<file path="src/sv/bpa_pkg.sv">
`default_nettype none
package bpa_pkg;

  localparam int unsigned PAGE_COUNT_DEF = 16384;
  localparam int unsigned PAGE_SHIFT_DEF = 12;
  localparam int unsigned ADDR_W = 48;
  localparam int unsigned CNT_W = 15;
  localparam int unsigned RADDR_W = 26;

  localparam logic [1:0] OP_ALLOC = 2'd0;
  localparam logic [1:0] OP_FREE = 2'd1;
  localparam logic [1:0] OP_QUERY = 2'd2;
  localparam logic [1:0] OP_REGION = 2'd3;

  localparam logic [2:0] ST_OK = 3'd0;
  localparam logic [2:0] ST_ZERO = 3'd1;
  localparam logic [2:0] ST_NOSPACE = 3'd2;
  localparam logic [2:0] ST_MISALIGN = 3'd3;
  localparam logic [2:0] ST_RANGE = 3'd4;
  localparam logic [2:0] ST_DOUBLE = 3'd5;

  typedef struct packed {
    logic [1:0] operation;
    logic [ADDR_W-1:0] address;
    logic [CNT_W-1:0] page_count;
    logic [ADDR_W-1:0] region_length;
  } req_t;

  typedef struct packed {
    logic [2:0] status;
    logic [RADDR_W-1:0] result_address;
    logic [CNT_W-1:0] pages_done;
    logic page_free;
    logic [CNT_W-1:0] free_count;
    logic [CNT_W-1:0] used_count;
    logic [CNT_W-1:0] total_count;
  } rsp_t;

  typedef enum logic [3:0] {
    S_IDLE,
    S_CLEAR,
    S_DECODE,
    S_SCAN_RD,
    S_SCAN,
    S_MARK_RD,
    S_MARK,
    S_WALK_RD,
    S_WALK,
    S_DONE
  } state_t;

  // Controller to datapath.
  typedef struct packed {
    logic clear_step;
    logic load;
    logic decode;
    logic scan_rd;
    logic scan;
    logic mark_rd;
    logic mark;
    logic walk_rd;
    logic walk;
    logic finish;
  } cmd_t;

  // Datapath to controller.
  typedef struct packed {
    logic clear_last;
    logic imm_done;   // result settled at decode
    logic is_alloc;
    logic scan_found;
    logic scan_end;
    logic mark_last;
    logic walk_last;
  } sts_t;

endpackage
`default_nettype wire

</file>
<file path="src/sv/bpa_ctrl.sv">
`default_nettype none
module bpa_ctrl (
  input  wire logic clk,
  input  wire logic rst,
  input  wire logic start,
  output logic busy,
  input  wire bpa_pkg::sts_t sts,
  output bpa_pkg::cmd_t cmd
);

  bpa_pkg::state_t state, state_next;

  always_ff @(posedge clk) begin
    if (rst) state <= bpa_pkg::S_CLEAR;
    else state <= state_next;
  end

  always_comb begin
    state_next = state;
    cmd = '0;
    busy = 1'b1;
    case (state)
      bpa_pkg::S_CLEAR: begin
        cmd.clear_step = 1'b1;
        if (sts.clear_last) state_next = bpa_pkg::S_IDLE;
      end
      bpa_pkg::S_IDLE: begin
        busy = 1'b0;
        if (start) begin
          cmd.load = 1'b1;
          state_next = bpa_pkg::S_DECODE;
        end
      end
      bpa_pkg::S_DECODE: begin
        cmd.decode = 1'b1;
        if (sts.imm_done) state_next = bpa_pkg::S_DONE;
        else if (sts.is_alloc) state_next = bpa_pkg::S_SCAN_RD;
        else state_next = bpa_pkg::S_WALK_RD;
      end
      bpa_pkg::S_SCAN_RD: begin
        cmd.scan_rd = 1'b1;
        state_next = bpa_pkg::S_SCAN;
      end
      bpa_pkg::S_SCAN: begin
        cmd.scan = 1'b1;
        if (sts.scan_found) state_next = bpa_pkg::S_MARK_RD;
        else if (sts.scan_end) state_next = bpa_pkg::S_DONE;
        else state_next = bpa_pkg::S_SCAN_RD;
      end
      bpa_pkg::S_MARK_RD: begin
        cmd.mark_rd = 1'b1;
        state_next = bpa_pkg::S_MARK;
      end
      bpa_pkg::S_MARK: begin
        cmd.mark = 1'b1;
        if (sts.mark_last) state_next = bpa_pkg::S_DONE;
        else state_next = bpa_pkg::S_MARK_RD;
      end
      bpa_pkg::S_WALK_RD: begin
        cmd.walk_rd = 1'b1;
        state_next = bpa_pkg::S_WALK;
      end
      bpa_pkg::S_WALK: begin
        cmd.walk = 1'b1;
        if (sts.walk_last) state_next = bpa_pkg::S_DONE;
        else state_next = bpa_pkg::S_WALK_RD;
      end
      bpa_pkg::S_DONE: begin
        cmd.finish = 1'b1;
        state_next = bpa_pkg::S_IDLE;
      end
      default: state_next = bpa_pkg::S_IDLE;
    endcase
  end

endmodule
`default_nettype wire

</file>
<file path="config.mk">
export PLATFORM = sky130hd
export DESIGN_NAME = bpa_ctrl
export DESIGN_NICKNAME = d
export VERILOG_FILES = /design/src/sv/bpa_pkg.sv /design/src/sv/bpa_ctrl.sv
export SDC_FILE = /design/constraint.sdc
export NUM_CORES = 1
export LEC_CHECK = 0
export BUFFER_PORTS_ARGS = -buffer_cell sky130_fd_sc_hd__buf_2
export CAP_MARGIN = 15
export CELL_PAD_IN_SITES_DETAIL_PLACEMENT = 1
export CELL_PAD_IN_SITES_GLOBAL_PLACEMENT = 1
export CORE_AREA = 2 2 39 41
export CTS_BUF_LIST = sky130_fd_sc_hd__clkbuf_8
export DETAILED_ROUTE_END_ITERATION = 8
export DIE_AREA = 0 0 41 43
export PLACE_DENSITY = 0.74
export SYNTH_ARGS = -nofsm -noshare
export SYNTH_HDL_FRONTEND = slang
export SYNTH_SLANG_ARGS = --single-unit
</file>
<file path="constraint.sdc">
create_clock -name clk -period 2.88 [get_ports clk]
set_clock_uncertainty 0.15 [all_clocks]
set_input_delay 0.288 -clock clk [delete_from_list [all_inputs] [get_ports clk]]
set_output_delay 0.288 -clock clk [all_outputs]
set_load 0.005 [all_outputs]
</file>
==> flow_results.xml <==
<?xml version="1.0" encoding="UTF-8"?>
<metrics>
  <group name="worst_setup_path">
    <metric name="arrival" unit="ns">1.56</metric>
    <metric name="path_cells" unit="">or4b_4 -&gt; clkinv_2 -&gt; buf_2</metric>
    <metric name="critPathKind" unit="">reg2out</metric>
    <metric name="start_kind" unit="">register</metric>
    <metric name="slowest_delay" unit="ns">0.64</metric>
    <metric name="cp-end-kind" unit="">output port</metric>
    <metric name="worst-endpoint-required" unit="ns">2.44</metric>
    <metric name="cp_top_family" unit="">flip-flops</metric>
    <metric name="timing.critical_path.buf_inv" unit="">2</metric>
    <metric name="critical_path.slowest_cell" unit="">sky130_fd_sc_hd__dfxtp_1</metric>
    <metric name="cp_max_fo" unit="">17</metric>
  </group>
  <group name="sta">
    <metric name="worst_pin_slew" unit="ns">0.537</metric>
    <metric name="setup_viol" unit="">0</metric>
    <metric name="min_period" unit="ns">2.00</metric>
    <metric name="rsz0062_at_grt" unit="">no</metric>
    <metric name="slew_viol_final" unit="">0</metric>
    <metric name="final_hold_viol_count" unit="">0</metric>
    <metric name="fmax" unit="MHz">500</metric>
    <metric name="layout_worst_path_cycle_share" unit="">0.694</metric>
    <metric name="timing.slew.headroom" unit="">0.642</metric>
    <metric name="finalSetupTns" unit="ns">0</metric>
  </group>
  <group name="floorplanning">
    <metric name="floorplan.rows" unit="">14</metric>
    <metric name="floorplan.initialDensity" unit="">0.285</metric>
    <metric name="core-area" unit="um^2">1380</metric>
    <metric name="floorplan.die.width" unit="um">41</metric>
    <metric name="die-height" unit="um">43</metric>
    <metric name="die-area" unit="um^2">1760</metric>
    <metric name="design.portCount" unit="">21</metric>
  </group>
  <group name="global_route">
    <metric name="first_global_vias" unit="">414</metric>
    <metric name="antenna_violations_before_repair" unit="">0</metric>
    <metric name="grt_max_degree" unit="">18</metric>
    <metric name="grt_remaining_overflow" unit="">0</metric>
    <metric name="track_usage" unit="">0.150</metric>
    <metric name="grt_first_pass_wirelength" unit="um">1810</metric>
  </group>
  <group name="power">
    <metric name="report.power.total" unit="uW">218</metric>
    <metric name="irDropWorstVdd" unit="mV">0.286</metric>
    <metric name="static-leakage-power" unit="nW">0.245</metric>
    <metric name="power-per-cell-area" unit="nW/um^2">407</metric>
  </group>
  <group name="clock_network">
    <metric name="number_of_h_tree_levels" unit="">1</metric>
    <metric name="root_buffer" unit="">sky130_fd_sc_hd__clkbuf_8</metric>
    <metric name="number_of_cts_inserted_buffers" unit="">3</metric>
    <metric name="cts.clk_slew.worst_paths" unit="ns">0.03</metric>
    <metric name="ctsResizeCount" unit="">0</metric>
    <metric name="cts_tree" unit="">built</metric>
    <metric name="cts_sinks" unit="">4</metric>
    <metric name="cts_hold_repair.buffers" unit="">0</metric>
    <metric name="clkLatencyLatePin" unit="ns">0.21</metric>
    <metric name="post_cts_setup_repair_buffer_count" unit="">0</metric>
    <metric name="cts_max_path_buffers" unit="">2</metric>
  </group>
  <group name="logic_synthesis">
    <metric name="synth_edf_count" unit="">0</metric>
    <metric name="postSynth.asyncResetShare" unit="">0</metric>
    <metric name="synth.most_common_cell" unit="">sky130_fd_sc_hd__nor2_1</metric>
    <metric name="cell_accounting_for_the_most_synthesized_area" unit="">sky130_fd_sc_hd__dfxtp_1</metric>
    <metric name="syn_nets" unit="">64</metric>
    <metric name="yosys_warnings" unit="">0</metric>
    <metric name="syn-instance-count" unit="">54</metric>
    <metric name="synth.avg_cell_area" unit="um^2">7.30</metric>
    <metric name="synthDistinctLibCells" unit="">29</metric>
    <metric name="yosys_register_bits" unit="">4</metric>
    <metric name="netlist_area_pre_place" unit="um^2">394</metric>
    <metric name="post-synth-top-area-fraction" unit="">0.203</metric>
    <metric name="main_area_contributors_after_synthesis" unit="">sky130_fd_sc_hd__dfxtp_1, sky130_fd_sc_hd__nor3_1, sky130_fd_sc_hd__nor2_1</metric>
    <metric name="synth.yosys.seq_area_share" unit="">0.203</metric>
    <metric name="ys_top_cells_by_count" unit="">sky130_fd_sc_hd__nor2_1, sky130_fd_sc_hd__nor3_1, sky130_fd_sc_hd__dfxtp_1, sky130_fd_sc_hd__nand2_1</metric>
    <metric name="synth_ff_type" unit="">sky130_fd_sc_hd__dfxtp_1</metric>
  </group>
  <group name="cells_and_area">
    <metric name="synthToLayoutAreaGrowth" unit="%">36.2</metric>
    <metric name="post_route_cells_drive_above_1_share" unit="">0.356</metric>
    <metric name="num-nets-final" unit="">85</metric>
    <metric name="largestRegisters" unit="">state x4</metric>
    <metric name="largest_register_ff_count" unit="">4</metric>
    <metric name="registers.top_by_ff_count" unit="">state</metric>
    <metric name="diodes" unit="">0</metric>
  </group>
  <group name="drt">
    <metric name="post_drt_wl_per_cell" unit="um">13.3</metric>
    <metric name="drt_pre_antenna_iters" unit="">4</metric>
    <metric name="route.detailed.vias_per_inst" unit="">5.29</metric>
    <metric name="drt_iter0_markers" unit="">1</metric>
    <metric name="postRouteWirelength" unit="um">1180</metric>
    <metric name="vias" unit="">471</metric>
    <metric name="remaining_drc_errors" unit="">0</metric>
    <metric name="drt.antenna.violating_nets" unit="">0</metric>
  </group>
  <group name="placed_design">
    <metric name="gp_congestion" unit="">0.653</metric>
    <metric name="numPortBuffers" unit="">20</metric>
    <metric name="detailed_place_hpwl" unit="um">863</metric>
  </group>
  <group name="worst_hold_path">
    <metric name="timing.hold.worst.class" unit="">in2reg</metric>
  </group>
  <group name="run">
    <metric name="timing.max_cap.violations" unit="">0</metric>
  </group>
  <group name="run_status">
    <metric name="status" unit="">finished clean</metric>
  </group>
</metrics>
-- cell type report --
class	instances	area (um^2)
Clock buffer	3	41.3
Fill cell	184	847
Inverter	2	8.76
Multi-Input combinational cell	44	287
Sequential cell	4	80.1
Tap cell	16	20.0
Timing Repair Buffer	20	100
-- placed cells by master (no fill, tap or decap), drive strengths merged --
master,n
a31oi,1
a21oi,3
nor4b,1
nand2b,2
o31a,2
nand3b,1
a2111oi,1
nand4b,1
nor3,5
inv,1
and3,2
or4bb,1
nor2,6
nor3b,3
nand2,4
or3b,1
dfxtp,4
clkbuf,3
a211o,1
a211oi,1
clkinv,1
o21a,1
buf,20
a22oi,1
o21bai,2
nor2b,1
a21o,1
or4b,2
-- routing by layer --
metal  track usage  up-vias  share of wire
met5             0        -              0
met4         0.100        0              0
met3        0.0157        0          0.027
met2         0.209        7           0.50
met1         0.207      222           0.47
li1              -      242              -
-- power by group --
part           internal (mW)  switching [mW]  leakage, nW
clock                 0.0888          0.0258       0.0216
sequential            0.0585          0.0107       0.0326
combinational         0.0189          0.0157        0.191
total                  0.166          0.0523        0.245
-- worst paths after layout --
kind	from	end	slack (ns)	cells after the start
hold reg to reg	state[1]$_SDFFE_PP0P_	state[1]$_SDFFE_PP0P_	0.66	2
hold / removal	rst	state[2]$_SDFFE_PP0P_	0.16	2
setup / recovery	state[2]$_SDFFE_PP0P_	cmd[5]	0.88	3
setup reg to reg	state[2]$_SDFFE_PP0P_	state[2]$_SDFFE_PP0P_	1.09	4
-- per-stage QoR --
step	hold slack [ns]	cells	instance area, um^2	util	setup WS [ns]
finish	0.155	89	537	0.388	0.881
detailed placement	0.368	86	495	0.358	1.12
floorplan	0.207	54	394	-	1.47
global route	0.150	89	537	0.388	0.821
CTS	0.146	89	537	0.388	0.897
global placement	0.365	86	495	0.358	1.14
-- worst register-to-register path, delay by kind of cell (launching register included) --
family	cells	cell delay [ns]
compound gates	2	0.31
buf+inv	1	0.06
flops	1	0.64
simple gates	1	0.55
-- cells by family after synthesis --
group	synth area share
DFF	0.203
buffers and inverters	0.0698
and+or+nand+nor	0.470
AOI/OAI and AO/OA	0.257
Note: power is estimated with default switching activity, not from simulation.
